## config.mk

```make
export PLATFORM = sky130hd
export DESIGN_NAME = rsfe_seq
export DESIGN_NICKNAME = d
export VERILOG_FILES = /design/src/rsfe_pkg.sv /design/src/rsfe_seq.sv
export SDC_FILE = /design/constraint.sdc
export NUM_CORES = 1
export LEC_CHECK = 0
export ABC_AREA = 1
export BUFFER_PORTS_ARGS = -buffer_cell sky130_fd_sc_hd__buf_2
export CORE_AREA = 2 2 39 41
export CTS_CLUSTER_SIZE = 14
export DETAILED_ROUTE_END_ITERATION = 8
export DIE_AREA = 0 0 41 43
export PLACE_DENSITY = 0.76
export SETUP_SLACK_MARGIN = 0.4
export SLEW_MARGIN = 20
export SYNTH_ARGS = -nofsm -noshare
export SYNTH_HDL_FRONTEND = slang
export SYNTH_SLANG_ARGS = --single-unit
```

## constraint.sdc

```tcl
create_clock -name clock -period 1.73 [get_ports clock]
set_clock_uncertainty 0.05 [all_clocks]
set_input_delay 0.0865 -clock clock [delete_from_list [all_inputs] [get_ports clock]]
set_output_delay 0.0865 -clock clock [all_outputs]
set_load 0.03 [all_outputs]
```

## src/rsfe_pkg.sv

```systemverilog
`timescale 1ns / 1ps

package rsfe_pkg;

   localparam int COLOR_W = 24;
   localparam int COUNT_W = 15;
   localparam int MODE_W  = 2;
   localparam int POS_W   = 7;
   localparam int CSR_W   = 2;
   localparam int DIR_W   = 3;

   localparam logic [COLOR_W-1:0] PAINT_RESET  = 24'h00FF00;
   localparam logic [COLOR_W-1:0] TARGET_RESET = 24'h000000;

   localparam logic [DIR_W-1:0] DIR_LAST_FLOOD    = 3'd3;
   localparam logic [DIR_W-1:0] DIR_LAST_BOUNDARY = 3'd7;

   typedef enum logic [MODE_W-1:0] {
      MODE_WRITE = 2'd0,
      MODE_FILL  = 2'd1,
      MODE_READ  = 2'd2,
      MODE_NONE  = 2'd3
   } rsfe_mode_type;

   typedef enum logic [CSR_W-1:0] {
      CSR_FILL_KIND    = 2'd0,
      CSR_PAINT_COLOR  = 2'd1,
      CSR_TARGET_COLOR = 2'd2,
      CSR_UNUSED       = 2'd3
   } rsfe_csr_type;

   typedef enum logic [3:0] {
      ST_IDLE,
      ST_WRITE,
      ST_READ,
      ST_SEED,
      ST_SEED_CHK,
      ST_POP,
      ST_LOAD,
      ST_NBR,
      ST_CHECK,
      ST_RESULT
   } rsfe_state_type;

   typedef struct packed {
      logic x_inc;
      logic x_dec;
      logic y_inc;
      logic y_dec;
   } rsfe_step_type;

   typedef struct packed {
      logic          accept;
      rsfe_mode_type req_mode;
      logic          fill_skip;
      logic          item_inside;
      logic          qual;
      logic          nbr_ok;
      logic          last_dir;
      logic          level_zero;
      logic          out_free;
   } rsfe_status_type;

   typedef struct packed {
      logic req_ready;
      logic use_item;
      logic frame_rd;
      logic frame_wr;
      logic wr_item_color;
      logic push;
      logic pop;
      logic load_cur;
      logic dir_clr;
      logic dir_inc;
      logic count_one;
      logic count_inc;
      logic rsp_load;
   } rsfe_ctrl_type;

   // Neighbor order: right, down, left, up, then the four diagonals.
   function automatic rsfe_step_type dir_step(input logic [DIR_W-1:0] dir);
      rsfe_step_type s;
      s = '0;
      case (dir)
         3'd0: begin s.x_inc = 1'b1; end
         3'd1: begin s.y_inc = 1'b1; end
         3'd2: begin s.x_dec = 1'b1; end
         3'd3: begin s.y_dec = 1'b1; end
         3'd4: begin s.x_dec = 1'b1; s.y_dec = 1'b1; end
         3'd5: begin s.x_dec = 1'b1; s.y_inc = 1'b1; end
         3'd6: begin s.x_inc = 1'b1; s.y_dec = 1'b1; end
         3'd7: begin s.x_inc = 1'b1; s.y_inc = 1'b1; end
         default: begin s = '0; end
      endcase
      return s;
   endfunction

endpackage

```

## src/rsfe_seq.sv

```systemverilog
`timescale 1ns / 1ps

// Fill sequencer: drives the coordinate unit, frame memory and stack.
module rsfe_seq (
   input  logic                     clock,
   input  logic                     reset,
   input  rsfe_pkg::rsfe_status_type status,
   output rsfe_pkg::rsfe_ctrl_type   ctrl
);

   rsfe_pkg::rsfe_state_type state_ff, state_in;

   always_ff @(posedge clock) begin
      if (reset) begin
         state_ff <= rsfe_pkg::ST_IDLE;
      end else begin
         state_ff <= state_in;
      end
   end

   always_comb begin
      state_in = state_ff;
      case (state_ff)
         rsfe_pkg::ST_IDLE: begin
            if (status.accept) begin
               case (status.req_mode)
                  rsfe_pkg::MODE_WRITE: state_in = rsfe_pkg::ST_WRITE;
                  rsfe_pkg::MODE_FILL:  state_in = rsfe_pkg::ST_SEED;
                  rsfe_pkg::MODE_READ:  state_in = rsfe_pkg::ST_READ;
                  default:              state_in = rsfe_pkg::ST_RESULT;
               endcase
            end
         end
         rsfe_pkg::ST_WRITE: state_in = rsfe_pkg::ST_RESULT;
         rsfe_pkg::ST_READ:  state_in = rsfe_pkg::ST_RESULT;
         rsfe_pkg::ST_SEED: begin
            state_in = status.fill_skip ? rsfe_pkg::ST_RESULT : rsfe_pkg::ST_SEED_CHK;
         end
         rsfe_pkg::ST_SEED_CHK: begin
            state_in = status.qual ? rsfe_pkg::ST_POP : rsfe_pkg::ST_RESULT;
         end
         rsfe_pkg::ST_POP: begin
            state_in = status.level_zero ? rsfe_pkg::ST_RESULT : rsfe_pkg::ST_LOAD;
         end
         rsfe_pkg::ST_LOAD: state_in = rsfe_pkg::ST_NBR;
         rsfe_pkg::ST_NBR: begin
            if (status.nbr_ok) begin
               state_in = rsfe_pkg::ST_CHECK;
            end else if (status.last_dir) begin
               state_in = rsfe_pkg::ST_POP;
            end
         end
         rsfe_pkg::ST_CHECK: begin
            state_in = status.last_dir ? rsfe_pkg::ST_POP : rsfe_pkg::ST_NBR;
         end
         rsfe_pkg::ST_RESULT: begin
            if (status.out_free) begin
               state_in = rsfe_pkg::ST_IDLE;
            end
         end
         default: state_in = rsfe_pkg::ST_IDLE;
      endcase
   end

   always_comb begin
      ctrl = '0;
      ctrl.use_item = 1'b1;
      case (state_ff)
         rsfe_pkg::ST_IDLE: begin
            ctrl.req_ready = 1'b1;
         end
         rsfe_pkg::ST_WRITE: begin
            ctrl.frame_wr      = status.item_inside;
            ctrl.wr_item_color = 1'b1;
         end
         rsfe_pkg::ST_READ: begin
            ctrl.frame_rd = status.item_inside;
         end
         rsfe_pkg::ST_SEED: begin
            ctrl.frame_rd = !status.fill_skip;
         end
         rsfe_pkg::ST_SEED_CHK: begin
            ctrl.frame_wr  = status.qual;
            ctrl.push      = status.qual;
            ctrl.count_one = status.qual;
         end
         rsfe_pkg::ST_POP: begin
            ctrl.pop = !status.level_zero;
         end
         rsfe_pkg::ST_LOAD: begin
            ctrl.load_cur = 1'b1;
            ctrl.dir_clr  = 1'b1;
         end
         rsfe_pkg::ST_NBR: begin
            ctrl.use_item = 1'b0;
            ctrl.frame_rd = status.nbr_ok;
            ctrl.dir_inc  = !status.nbr_ok && !status.last_dir;
         end
         rsfe_pkg::ST_CHECK: begin
            ctrl.use_item  = 1'b0;
            ctrl.frame_wr  = status.qual;
            ctrl.push      = status.qual;
            ctrl.count_inc = status.qual;
            ctrl.dir_inc   = !status.last_dir;
         end
         rsfe_pkg::ST_RESULT: begin
            ctrl.rsp_load = status.out_free;
         end
         default: ctrl = '0;
      endcase
   end

endmodule

```

Word level (Yosys, flattened, before mapping). Index checks and enable logic that the tools add are counted.

Muxes and demuxes: 22. Add/sub/neg operators: 0. Equal/unequal tests: 14. Divide/modulo/power cells: 0. Bitwise logic cells: 0. Magnitude comparators: 0. Multiply operators: 0. Reduce and logical (&&, ||, !) cells: 11. Shifts and indexed selects: 0.

Operators by type and width (count): $pmux 4 s9 (1); $mux 4 (7); $eq 4x3->1 const B (4); $pmux 4 s3 (1); $eq 4x2->1 const B (2); $eq 4x4->1 const B (2); $mux 1 (8); $reduce_or 8->1 (1); $eq 4x1->1 const B (1); $logic_not 1->1 (4); $logic_not 4->1 (1); $mux 2 (2); $ne 2x2->1 const B (2); $pmux 1 s2 (2); $reduce_or 2->1 (2); $ne 3x3->1 const B (1); $pmux 1 s3 (1); $reduce_and 3->1 (1); $eq 2x1->1 const B (1); $eq 2x2->1 const B (1); $logic_not 2->1 (1); $logic_and 1x1->1 (1).

Register bits: 4. Memory bits (writable): 0. Memories: 0. Input port bits: 12. Bits in latches: 0. Word-level logic and storage cells: 48. Memory bits (read-only): 0. Output and inout bits: 13.

Logic depth before layout (Yosys ltp).
Word-level depth: 4. Depth in mapped cells: 9. Depth with buffers taken out: 8.

Worst setup path before layout. OpenSTA, ideal clock, no wires.

Path kind: reg2out. Start point: reg state_ff[0]. End point: out ctrl[9] (netlist bit). Arrival time: 1.470 ns. Stages on the path, launching flop included: 5. Required time: 1.593 ns. Path slack: 0.124 ns. Path buffers: 0. Cells stage by stage: dfxtp_1 -> nor2_2 -> nand3_1 -> o21ai_1 -> a21o_1.

RTL lines: start: declaration (line rsfe_seq.sv:11) `rsfe_pkg::rsfe_state_type state_ff, state_in;`; start signal: assignment (line rsfe_seq.sv:15) `state_ff <= rsfe_pkg::ST_IDLE;`; start signal: assignment (line rsfe_seq.sv:17) `state_ff <= state_in;`; end: declaration (line rsfe_seq.sv:8) `output rsfe_pkg::rsfe_ctrl_type ctrl`.

==> impl_metrics.tcl <==
set metrics [dict create \
    status "finished clean" \
    die_h_um 43 \
    drive_gt1_share_pct 63.8 \
    ys.warnings.count 0 \
    netlist_top_cells_count "nand2_1, inv_1, nor2_1" \
    areaGrowthSynthToFinish_pct 89.3 \
    core-area_um2 1380 \
    synth_top_area_share_pct 15.0 \
    synth_area_leaders "nand2_1, dfxtp_1, inv_1" \
    syn_area_um2 552 \
    grt_max_degree 8 \
    rsz0062_at_grt "yes" \
    cts_root_buf "clkbuf_4" \
    chipWidth_um 41 \
    drt_iter0_drc 23 \
    grt_pass1_wl_um 2760 \
    synth_nets 109 \
    slew_viol_final 0 \
    initial_core_util_pct 39.9 \
    fmax_mhz 688 \
    synthDistinctLibCells 23 \
    syn_inst 95 \
    r2r_slack_ns 0.31 \
    top_regs "state_ff: 4 flops" \
    antenna_found_initial 0 \
    synthArstFlopShare_pct 0 \
    crit_buf_inv 1 \
    io_pins 25 \
    min_period_over_period_pct 84.0 \
    dp.cells 134 \
    synth_flop_cell "dfxtp_1" \
    worstSkewPairLatency_ns 0.25 \
    cap_violations 0 \
    min_path_cells 4 \
    min_period_ns 1.45 \
    path_clk_slew_ns 0.04 \
    hp-start "status[0]" \
    synth_edf_count 0 \
    leakage_nw 0.547 \
    drc_errors 0 \
    arrival_ns 1.32 \
    powerDensity_nw_per_um2 1740 \
    dr.pass1.iters 4 \
    hold_viol 0 \
    cp_cell_sequence "nor2_4 -> nand3_4 -> o21ai_4 -> a21o_4 -> buf_6" \
    critPathRequiredTime_ns 1.59 \
    dieArea_um2 1760 \
    numCtsBuffers 3 \
    stdcell_count 154 \
    nets 154 \
    syn_avg_cell_area_um2 5.81 \
    hold_class "in2reg" \
    timing.slew.headroom_pct 84.5 \
    reg2reg_depth 10 \
    rows 14 \
    grt_pass1_vias 685 \
    antenna_left 0 \
    setup_viol 0 \
    routedWlPerCell_um 14.1 \
    endpoint_kind "primary output" \
    cts_tree "built" \
    vias 786 \
    seq_area_frac_synth_pct 14.5 \
    viasPerCell 5.10 \
    max_stage_delay_ns 0.38 \
    largest_reg_flops 4 \
    vdd_drop_max_v 0.00109 \
    largest-register "state_ff" \
    gp_congestion 0.880 \
    cp_slowest_cell "dfxtp_4" \
    r2r-start "state_ff[3]$_SDFFE_PP0P_" \
    cpLargestDelayFamily "flip-flops" \
    io_buffers 24 \
    synth_seq_cells 4 \
    worst_pin_slew_ns 0.231 \
    grtUsageTotal_pct 22.5 \
    diodes 0 \
    yosysTopAreaCell "nand2_1" \
    cts_sinks 4 \
    h-tree-depth 1 \
    setup_tns_ns 0 \
    min_delay_worst_endpoint "state_ff[3]$_SDFFE_PP0P_" \
    worstSetupPathType "reg2out" \
    crit_fanout 6 \
    synth_most_common_cell "nand2_1" \
    cp-start-kind "register" \
    r2r_end "state_ff[0]$_SDFFE_PP0P_" \
    gr-total-overflow 0 \
    hpwlAfterDp_um 1150 \
    drt_wl_total_um 2170 \
    clockBufferDepth 2 \
]
## final cells by class
class,count,area (µm²)
multi-input cells,68,489
clock buffers,3,22.5
inverters,21,86.3
flip-flops and latches,4,95.1
repair buffers,42,332
well taps,16,20.0
fillers,102,339
## kinds of logic after synthesis
family	after synthesis	synth area share [%]
buf+inv	23	17.7
flops	4	14.5
fa+ha+maj	2	4.53
simple gates	55	51.9
compound gates	11	11.3
## worst register-to-register path: cells and delay by family (launching register included)
family	cells	cell delay (ns)
buffers and inverters	3	0.39
AO/OA/AOI/OAI	1	0.04
AND/OR/NAND/NOR	6	0.45
flip-flops	1	0.38
## layout by cell type (no fill, tap or decap), types with 2 or more instances in the layout
cell type and instances:
a21oi_1 2, buf_2 11, buf_4 17, buf_6 11
clkbuf_4 5, dfxtp_4 4, ha_1 2, inv_1 11
inv_2 7, inv_4 3, nand2_1 11, nand2_2 10
nand2_4 2, nand3_1 6, nand3_2 2, nand3_4 2
nand3b_1 2, nand4_1 2, nor2_1 8, nor2_2 2
nor2_4 6, o21ai_0 3
## worst max path at each step
stage | startpoint | end | slack (ns) | depth (start not counted)
after CTS | state_ff[3]$_SDFFE_PP0P_ | ctrl[3] | 0.32 | 7
after global routing | state_ff[0]$_SDFFE_PP0P_ | ctrl[9] | 0.24 | 7
after detailed placement | state_ff[0]$_SDFFE_PP0P_ | ctrl[9] | 0.35 | 5
after global placement | state_ff[0]$_SDFFE_PP0P_ | ctrl[9] | 0.38 | 5
after floorplan | state_ff[0]$_SDFFE_PP0P_ | ctrl[9] | 0.40 | 4
final | state_ff[0]$_SDFFE_PP0P_ | ctrl[9] | 0.28 | 5
## power breakdown
| part | internal (W) | total (W) | switching [W] |
|---|---|---|---|
| Combinational | 0.000616 | 0.00143 | 0.000816 |
| Clock | 0.0000782 | 0.000126 | 0.0000482 |
| Sequential | 0.000154 | 0.000256 | 0.000102 |
| Total | 0.000848 | 0.00181 | 0.000966 |
## what timing repair did
action	CTS	global route
hold buffers	1	0
cloned	0	0
endpoints found under the hold margin	1	0
endpoints found under the setup margin	12	16
buffers inserted	7	9
pin swaps	5	15
resized for setup	28	41
## through the flow
stage	util (%)	total power, W	setup slack, ns	hold WS [ns]	cell area [µm²]
after floorplan	-	0.000888	0.403	0.106	571
final	75.5	0.00181	0.276	0.146	1040
after global placement	50.5	0.00105	0.383	0.254	699
after detailed placement	50.5	0.00106	0.352	0.259	699
after CTS	62.4	0.00141	0.316	0.121	863
after global routing	75.5	0.00191	0.240	0.168	1040
## per-layer routing
| metal | track usage, % | up-vias | wire (µm) |
|---|---|---|---|
| met5 | 0 | - | 0 |
| met4 | 12.0 | 0 | 47 |
| met3 | 2.09 | 4 | 66 |
| met2 | 37.2 | 25 | 1170 |
| met1 | 26.6 | 371 | 891 |
| li1 | - | 386 | - |
Power figures use the tool's default switching activity.
