<file path="config.mk">
export PLATFORM = sky130hd
export DESIGN_NAME = rsfe_nbr_unit
export DESIGN_NICKNAME = d
export VERILOG_FILES = /design/src/rsfe_pkg.sv /design/src/rsfe_nbr_unit.sv
export SDC_FILE = /design/constraint.sdc
export NUM_CORES = 1
export LEC_CHECK = 0
export BUFFER_PORTS_ARGS = -buffer_cell sky130_fd_sc_hd__buf_2
export CORE_UTILIZATION = 39
export DETAILED_ROUTE_END_ITERATION = 6
export GPL_TIMING_DRIVEN = 0
export PLACE_DENSITY_LB_ADDON = 0.15
export SLEW_MARGIN = 0
export SYNTH_ARGS = -nofsm -noshare
export SYNTH_HDL_FRONTEND = slang
export SYNTH_SLANG_ARGS = --single-unit
export TNS_END_PERCENT = 1
</file>
<file path="constraint.sdc">
create_clock -name vclk -period 1.2
set_clock_uncertainty 0.1 [all_clocks]
set_input_delay 0.06 -clock vclk [all_inputs]
set_output_delay 0.06 -clock vclk [all_outputs]
set_load 0.03 [all_outputs]
</file>
<file path="src/rsfe_pkg.sv">
`timescale 1ns / 1ps

package rsfe_pkg;

   localparam int COLOR_W = 24;
   localparam int COUNT_W = 15;
   localparam int MODE_W  = 2;
   localparam int POS_W   = 7;
   localparam int CSR_W   = 2;
   localparam int DIR_W   = 3;

   localparam logic [COLOR_W-1:0] PAINT_RESET  = 24'h00FF00;
   localparam logic [COLOR_W-1:0] TARGET_RESET = 24'h000000;

   localparam logic [DIR_W-1:0] DIR_LAST_FLOOD    = 3'd3;
   localparam logic [DIR_W-1:0] DIR_LAST_BOUNDARY = 3'd7;

   typedef enum logic [MODE_W-1:0] {
      MODE_WRITE = 2'd0,
      MODE_FILL  = 2'd1,
      MODE_READ  = 2'd2,
      MODE_NONE  = 2'd3
   } rsfe_mode_type;

   typedef enum logic [CSR_W-1:0] {
      CSR_FILL_KIND    = 2'd0,
      CSR_PAINT_COLOR  = 2'd1,
      CSR_TARGET_COLOR = 2'd2,
      CSR_UNUSED       = 2'd3
   } rsfe_csr_type;

   typedef enum logic [3:0] {
      ST_IDLE,
      ST_WRITE,
      ST_READ,
      ST_SEED,
      ST_SEED_CHK,
      ST_POP,
      ST_LOAD,
      ST_NBR,
      ST_CHECK,
      ST_RESULT
   } rsfe_state_type;

   typedef struct packed {
      logic x_inc;
      logic x_dec;
      logic y_inc;
      logic y_dec;
   } rsfe_step_type;

   typedef struct packed {
      logic          accept;
      rsfe_mode_type req_mode;
      logic          fill_skip;
      logic          item_inside;
      logic          qual;
      logic          nbr_ok;
      logic          last_dir;
      logic          level_zero;
      logic          out_free;
   } rsfe_status_type;

   typedef struct packed {
      logic req_ready;
      logic use_item;
      logic frame_rd;
      logic frame_wr;
      logic wr_item_color;
      logic push;
      logic pop;
      logic load_cur;
      logic dir_clr;
      logic dir_inc;
      logic count_one;
      logic count_inc;
      logic rsp_load;
   } rsfe_ctrl_type;

   // Neighbor order: right, down, left, up, then the four diagonals.
   function automatic rsfe_step_type dir_step(input logic [DIR_W-1:0] dir);
      rsfe_step_type s;
      s = '0;
      case (dir)
         3'd0: begin s.x_inc = 1'b1; end
         3'd1: begin s.y_inc = 1'b1; end
         3'd2: begin s.x_dec = 1'b1; end
         3'd3: begin s.y_dec = 1'b1; end
         3'd4: begin s.x_dec = 1'b1; s.y_dec = 1'b1; end
         3'd5: begin s.x_dec = 1'b1; s.y_inc = 1'b1; end
         3'd6: begin s.x_inc = 1'b1; s.y_dec = 1'b1; end
         3'd7: begin s.x_inc = 1'b1; s.y_inc = 1'b1; end
         default: begin s = '0; end
      endcase
      return s;
   endfunction

endpackage

</file>
<file path="src/rsfe_nbr_unit.sv">
`timescale 1ns / 1ps

// Shared coordinate unit: steps a position one pixel, checks the frame edge
// and forms the linear pixel address.
module rsfe_nbr_unit #(
   parameter int WIDTH  = 128,
   parameter int HEIGHT = 128
) (
   input  logic [$clog2(WIDTH)-1:0]          base_x,
   input  logic [$clog2(HEIGHT)-1:0]         base_y,
   input  rsfe_pkg::rsfe_step_type           step,
   output logic [$clog2(WIDTH)-1:0]          nbr_x,
   output logic [$clog2(HEIGHT)-1:0]         nbr_y,
   output logic                              in_frame,
   output logic [$clog2(WIDTH*HEIGHT)-1:0]   addr
);

   localparam int XW = $clog2(WIDTH);
   localparam int YW = $clog2(HEIGHT);
   localparam int CW = $clog2(WIDTH * HEIGHT);
   localparam logic [XW-1:0] X_MAX   = XW'(WIDTH - 1);
   localparam logic [YW-1:0] Y_MAX   = YW'(HEIGHT - 1);
   localparam logic [CW-1:0] ROW_LEN = CW'(WIDTH);

   logic x_lo, x_hi, y_lo, y_hi;

   assign x_lo = (base_x == '0);
   assign x_hi = (base_x == X_MAX);
   assign y_lo = (base_y == '0);
   assign y_hi = (base_y == Y_MAX);

   assign in_frame = !(step.x_dec && x_lo) && !(step.x_inc && x_hi) &&
                     !(step.y_dec && y_lo) && !(step.y_inc && y_hi);

   assign nbr_x = step.x_inc ? base_x + XW'(1) :
                  step.x_dec ? base_x - XW'(1) : base_x;
   assign nbr_y = step.y_inc ? base_y + YW'(1) :
                  step.y_dec ? base_y - YW'(1) : base_y;

   assign addr = CW'(nbr_y) * ROW_LEN + CW'(nbr_x);

endmodule

</file>
# After elaboration in Yosys (flattened, before gate mapping)

Index checks and enable logic that the tools add are counted.

Flip-flop bits (word level): 0
Output and inout port bits: 29

Add/subtract/negate cells: 5
Equality and inequality tests: 2
Muxes and demuxes: 4
Reduce and logical (&&, ||, !) cells: 13

Operators with widths:

| kind                  | count |
|---|---|
| $mux W7               | 4 |
| $add A14 B7 Y14       | 1 |
| $add A7 B1 Y7 const B | 2 |
| $eq A7 B7 Y1 const B  | 2 |
| $logic_not A7 Y1      | 2 |
| $sub A7 B1 Y7 const B | 2 |
| $logic_and A1 B1 Y1   | 7 |
| $logic_not A1 Y1      | 4 |

# Longest topological paths before layout

Gate-level depths: netlist of the first run.

Depth after elaboration: 6
Depth in mapped cells: 6
Mapped depth without buffers: 5

# Least setup slack after synthesis of the first run

OpenSTA, ideal clock, no wires.

Path kind: input to output
From: input base_x[3]
To: output nbr_x[6]
Arrival time: 1.563 ns
Data required time: 1.040 ns
Path slack: -0.523 ns
Cell stages on the path: 4
Cells stage by stage: or4_4 -> o22ai_2 -> xor2_1 -> buf_4

Longest elaborated chain between the ends: 3
Elaborated cells on any way between the ends: 4
Classes of those cells: add/sub: 2; mux: 2

Ends and longest elaborated chain:

| what          | RTL line            | text |
|---|---|---|
| from (decl)   | rsfe_nbr_unit.sv:9  | `input logic [$clog2(WIDTH)-1:0] base_x,` |
| $sub A7 B1 Y7 | rsfe_nbr_unit.sv:36 | `step.x_dec ? base_x - XW'(1) : base_x;` |
| $mux W7       | rsfe_nbr_unit.sv:36 |  |
| $mux W7 *     | rsfe_nbr_unit.sv:35 | `assign nbr_x = step.x_inc ? base_x + XW'(1) :` |
| to (decl)     | rsfe_nbr_unit.sv:12 | `output logic [$clog2(WIDTH)-1:0] nbr_x,` |

Mark *: on every way between the ends. The rest lies on a longest branch, timed or not.

# Worst setup path in the final report of the first run

From: input base_y[5]
To: output nbr_y[6]

Longest elaborated chain between the ends: 3
Elaborated cells on any way between the ends: 4
Classes of those cells: add/sub: 2; mux: 2

Ends and longest elaborated chain:

| what          | RTL line            | text |
|---|---|---|
| from (decl)   | rsfe_nbr_unit.sv:10 | `input logic [$clog2(HEIGHT)-1:0] base_y,` |
| $sub A7 B1 Y7 | rsfe_nbr_unit.sv:38 | `step.y_dec ? base_y - YW'(1) : base_y;` |
| $mux W7       | rsfe_nbr_unit.sv:38 |  |
| $mux W7 *     | rsfe_nbr_unit.sv:37 | `assign nbr_y = step.y_inc ? base_y + YW'(1) :` |
| to (decl)     | rsfe_nbr_unit.sv:13 | `output logic [$clog2(HEIGHT)-1:0] nbr_y,` |

Marked as above.

==> results.yml, run 1 <==
finish:
  drive_gt1_share_pct: 65.0
  fillCellCount: 113
  multi_input_area_um2: 601
  seq_cells: 0
  ff_latch_area_um2: 0
  final_cell_mix: "buf_4 (35), buf_2 (14), nand2_1 (8), buf_6 (7)"
  stdcell_area_mm2: 0.00116
  antennaDiodeCount: 0
  stdcell_count: 153
  area_growth_syn_to_layout_pct: 84.1
  nNetsFinal: 163
  layout_commonest_cell: "buf_4"
  clkbuf_count: 0
pwr:
  p_leak_nw: 0.557
  internal-power_mw: 0.271
  p_switching_mw: 0.351
  combPwrFrac_pct: 100.0
  pwr-share-clk_pct: 0
  p_sw_share_pct: 56.4
  pwr-share-seq_pct: 0
  power_density_mw_per_mm2: 537
  vdd_ir_drop_max_mv: 0.362
clock_tree:
  ctsHoldBuffers: 0
sta:
  worst_slack_ns: -0.325
  period_needed_ns: 1.52
  timing.fmax_ghz: 0.656
  max_slew.worst_pin.slew_ns: 0.266
  relSlewSlack_pct: 82.2
  hold_violations: 0
  fin_hold_ws_ns: 0.344
  rsz0062_at_grt: "true"
  period_share_pct: 127
  slew_viol_final: 0
  setup_violations: 24
outcome:
  outcome: "complete, but fails checks"
  violations: "setup timing"
global_routing:
  grt-ovfl-total: 0
  grt_use_total_pct: 20.0
  grt_pass1_vias: 695
  grt_max_degree: 11
  grt_pass1_wl_um: 2960
  antenna_found_initial: 0
setup_path:
  slowest_delay_ns: 0.55
  critPathKind: "input pin to primary output"
  startpoint_type: "input pin"
  worstSetupEndpointType: "primary output"
  slowest_stage: "or4_4"
  crit_family: "simple AND/OR/NAND/NOR gates"
  path_depth: 6
  crit_path_max_fanout: 5
  critPathArrivalTime_ns: 1.36
  crit_required_ns: 1.04
  path_buf_inv: 3
  path_cells: "buf_8, or4_4, o22ai_4, xor2_2, buf_4, buf_6"
synth:
  syn_avg_cell_area_um2: 7.15
  yosys.area.top_type: "buf_4"
  syn-num-nets: 112
  ys_types: 28
  netlist_area_um2: 629
  ys_seq_area_share_pct: 0
  yosysTopAreaCellShare_pct: 16.7
  yosys-top-cells-area: "buf_4 (17%), ha_1 (12%), xor2_1 (9.7%), nand2_1 (5.4%), nand3b_1 (4.8%)"
  syn-instance-count: 88
  yosysWarnings: 0
min_path:
  whs_path_depth: 3
  hp-class: "input pin to primary output"
floorplanning:
  ioPinCount: 47
  start_util_pct: 41.8
  core_mm2: 0.00151
  die_w_um: 42.2
  rows: 14
  dieArea_mm2: 0.00178
  die_height_um: 42.2
route:
  wire_per_inst_um: 12.1
  vias: 782
  ant_nets: 0
  drt_iter0_markers: 10
  wl_um: 1850
  drc_errors: 0
  dr.pass1.iters: 4
  routed_via_density: 5.11
place:
  io_buffers: 45
  place_congestion: 0.745
  placed_area_um2: 898
  placed_cells: 149
  hpwl_um: 1230
flow_run:
  maxCapViolCount: 0
-- power groups by stage --
| stage | sequential [mW] | clock [mW] | combinational, mW |
|---|---|---|---|
| finish | 0 | 0 | 0.622 |
| global placement | 0 | 0 | 0.502 |
| CTS | 0 | 0 | 0.593 |
| detailed placement | 0 | 0 | 0.510 |
| floorplan | 0 | 0 | 0.361 |
| global route | 0 | 0 | 0.657 |
-- kinds of logic (layout without fill, tap and decap cells) --
| kind of cell | Yosys count | after routing | share of synthesized area, % |
|---|---|---|---|
| AO/OA/AOI/OAI | 17 | 17 | 22.7 |
| adder cells (fa/ha/maj) | 6 | 6 | 11.9 |
| AND/OR/NAND/NOR | 34 | 34 | 30.6 |
| buffers and inverters | 21 | 70 | 20.9 |
| XOR/XNOR | 10 | 10 | 13.9 |
-- area by class of cell --
type / count / share of cell area [%]
buffer: 16 / 9.94
inverter: 5 / 1.62
multi-input combinational: 67 / 51.8
tap: 16 / 1.73
timing repair buffer: 49 / 34.9
-- cells in the mapped netlist --
cell      count
nand3_1       3
nand3b_1      4
o21ai_1       1
nand4_1       4
clkbuf_1      2
o21a_1        1
a221oi_1      1
or3_1         2
o22ai_2       2
a221o_1       1
o22ai_1       1
buf_4        14
inv_1         5
nand2b_1      2
nor3_1        1
a21o_1        2
o21ai_0       2
or4_4         2
o21ba_2       1
o221ai_2      1
xor2_1        7
or4b_4        1
o31ai_1       2
nor2_1        6
xnor2_1       3
o211ai_1      2
ha_1          6
nand2_1       9
-- metal layers --
layer  global-route usage, %  wire, um  vias to the layer above
met2                    38.8      1020                       28
met5                       0         0                        -
met4                       0         0                        0
met3                       0        73                        0
li1                        -         -                      401
met1                    26.2       757                      353
-- final timing paths --
check       from       end  slack (ns)
max    base_y[5]  nbr_y[6]       -0.32
min    base_y[2]   addr[9]        0.34
-- per-stage QoR --
stage          power (mW)  setup slack, ns  setup TNS [ns]  util (%)
6_report            0.622           -0.325           -4.38      76.9
5_1_grt             0.657           -0.366           -5.80      76.9
4_1_cts             0.593           -0.279           -4.04      73.2
3_5_place_dp        0.510           -0.375           -5.31      59.6
3_3_place_gp        0.502           -0.361           -4.63      59.6
2_1_floorplan       0.361           -0.495           -5.84         -
-- what timing repair did --
action,CTS,global route
resized for setup,55,15
hold endpoints to repair,0,0
setup buffers,4,0
endpoints found under the setup margin,25,25
pin swaps,15,7
Power figures use the tool's default switching activity.
==> inputs of run 2 (changes only) <==
--- a/config.mk
+++ b/config.mk
@@ -6,10 +6,12 @@
 export NUM_CORES = 1
 export LEC_CHECK = 0
 export BUFFER_PORTS_ARGS = -buffer_cell sky130_fd_sc_hd__buf_2
+export CAP_MARGIN = 20
 export CORE_UTILIZATION = 39
 export DETAILED_ROUTE_END_ITERATION = 6
-export GPL_TIMING_DRIVEN = 0
+export GPL_TIMING_DRIVEN = 1
 export PLACE_DENSITY_LB_ADDON = 0.15
+export RECOVER_POWER = 25
 export SLEW_MARGIN = 0
 export SYNTH_ARGS = -nofsm -noshare
 export SYNTH_HDL_FRONTEND = slang
==> run 2 against run 1 <==
  * The run still ends with setup timing left
  * Total power decreased by 5.6%
  * Critical path depth decreased by 1
  * Largest cell class unchanged
  * Via count increased by 2.4%
  * Largest power group unchanged
  * Global-route usage is 0.34 points higher
  * Utilization is 1.2 points lower
  * Highest routed layer unchanged
  * Flip-flop and latch count is the same
  * Non-clock buffer count grew 4
  * Fmax increased by 7.9%
==> results.yml, run 2 (synthesis results as in run 1) <==
global_routing:
  grt_use_total_pct: 20.4
  grt_max_degree: 7
  grt_pass1_vias: 765
  antenna_found_initial: 0
  grt-ovfl-total: 0
  grt_pass1_wl_um: 3020
setup_path:
  critPathKind: "input pin to primary output"
  critPathArrivalTime_ns: 1.25
  slowest_stage: "or4b_4"
  path_buf_inv: 2
  crit_required_ns: 1.04
  crit_family: "simple AND/OR/NAND/NOR gates"
  path_depth: 5
  path_common_cell: "buf_6"
  worstSetupEndpointType: "primary output"
  crit_path_max_fanout: 3
  startpoint_type: "input pin"
  path_cells: "buf_6, or4b_4, a21o_1, o221ai_2, buf_6"
  slowest_delay_ns: 0.55
finish:
  area_growth_syn_to_layout_pct: 81.3
  antennaDiodeCount: 0
  final_cell_mix: "buf_4 (40), buf_2 (17), buf_6 (10), nand2_1 (9), nor2_1 (6)"
  ff_latch_area_um2: 0
  layout_commonest_cell: "buf_4"
  stdcell_count: 157
  seq_cells: 0
  nNetsFinal: 167
  fillCellCount: 122
  clkbuf_count: 0
  stdcell_area_mm2: 0.00114
  drive_gt1_share_pct: 63.8
sta:
  relSlewSlack_pct: 84.7
  max_slew.worst_pin.slew_ns: 0.229
  setup_violations: 25
  slew_viol_final: 0
  timing.fmax_ghz: 0.708
  period_needed_ns: 1.41
  rsz0062_at_grt: "true"
  worst_slack_ns: -0.213
  period_share_pct: 118
  hold_violations: 0
place:
  placed_area_um2: 960
  hpwl_um: 1430
  placed_cells: 157
  io_buffers: 47
  place_congestion: 0.751
pwr:
  pwr-share-clk_pct: 0
  p_total_mw: 0.587
  vdd_ir_drop_max_mv: 0.291
  internal-power_mw: 0.244
  combPwrFrac_pct: 100.0
  power_density_mw_per_mm2: 514
  p_leak_nw: 0.565
  p_switching_mw: 0.343
  p_sw_share_pct: 58.4
  pwr-share-seq_pct: 0
floorplanning:
  core_mm2: 0.00151
  start_util_pct: 41.8
  die_height_um: 42.2
  dieArea_mm2: 0.00178
  rows: 14
  ioPinCount: 47
  die_w_um: 42.2
route:
  vias: 801
  dr.pass1.iters: 4
  wl_um: 1820
  ant_nets: 0
  wire_per_inst_um: 11.6
  drc_errors: 0
  drt_iter0_markers: 10
  routed_via_density: 5.10
outcome:
  outcome: "complete, but fails checks"
  violations: "setup timing"
clock_tree:
  cts_setup_buffers: 0
min_path:
  hp-class: "input pin to primary output"
  whs_path_depth: 3
flow_run:
  maxCapViolCount: 0
## run 2: cell types whose count changed in the layout (fill, tap and decap cells not counted), moves of 2 or more
| cell | previous run | this run |
|---|---|---|
| o22ai_2 | 0 | 2 |
| buf_4 | 35 | 40 |
| buf_8 | 6 | 1 |
| buf_6 | 7 | 10 |
| buf_2 | 14 | 17 |
## run 2: path summary, 6_finish.rpt
check,startpoint,end
worst max-delay path,base_y[0],addr[12]
worst min-delay path,base_x[2],nbr_x[2]
## run 2: per-layer routing
metal  share of wire [%]  global-route usage (%)
met4                   0                    3.75
met2                  51                    40.3
met5                   0                       0
met1                  44                    24.0
met3                 4.1                   0.431
## run 2: layout make-up
class	count	area (um^2)	area share, %
multi-input cells	67	584	51.2
inverters	5	18.8	1.64
well taps	16	20.0	1.75
repair buffers	69	518	45.4
## run 2: stage by stage
step	hold WS, ns	TNS [ns]	setup slack [ns]	util, %
floorplan	0.149	-5.84	-0.495	-
global placement	0.382	-3.65	-0.269	63.7
detailed placement	0.392	-4.20	-0.284	63.7
CTS	0.354	-3.00	-0.237	74.2
global route	0.360	-4.34	-0.253	75.7
finish	0.354	-2.92	-0.213	75.7
## run 2: power by group through the flow
stage	Sequential [mW]	Combinational, mW	Clock, mW
finish	0	0.587	0
global route	0	0.621	0
CTS	0	0.575	0
detailed placement	0	0.506	0
global placement	0	0.498	0
floorplan	0	0.361	0
## run 2: timing repair
action / in CTS / in global routing
pin swaps: 10 / 7
gates resized for setup: 44 / 7
endpoints found under the setup margin: 23 / 25
endpoints found under the hold margin: 0 / 0
hold buffers: 0 / 0
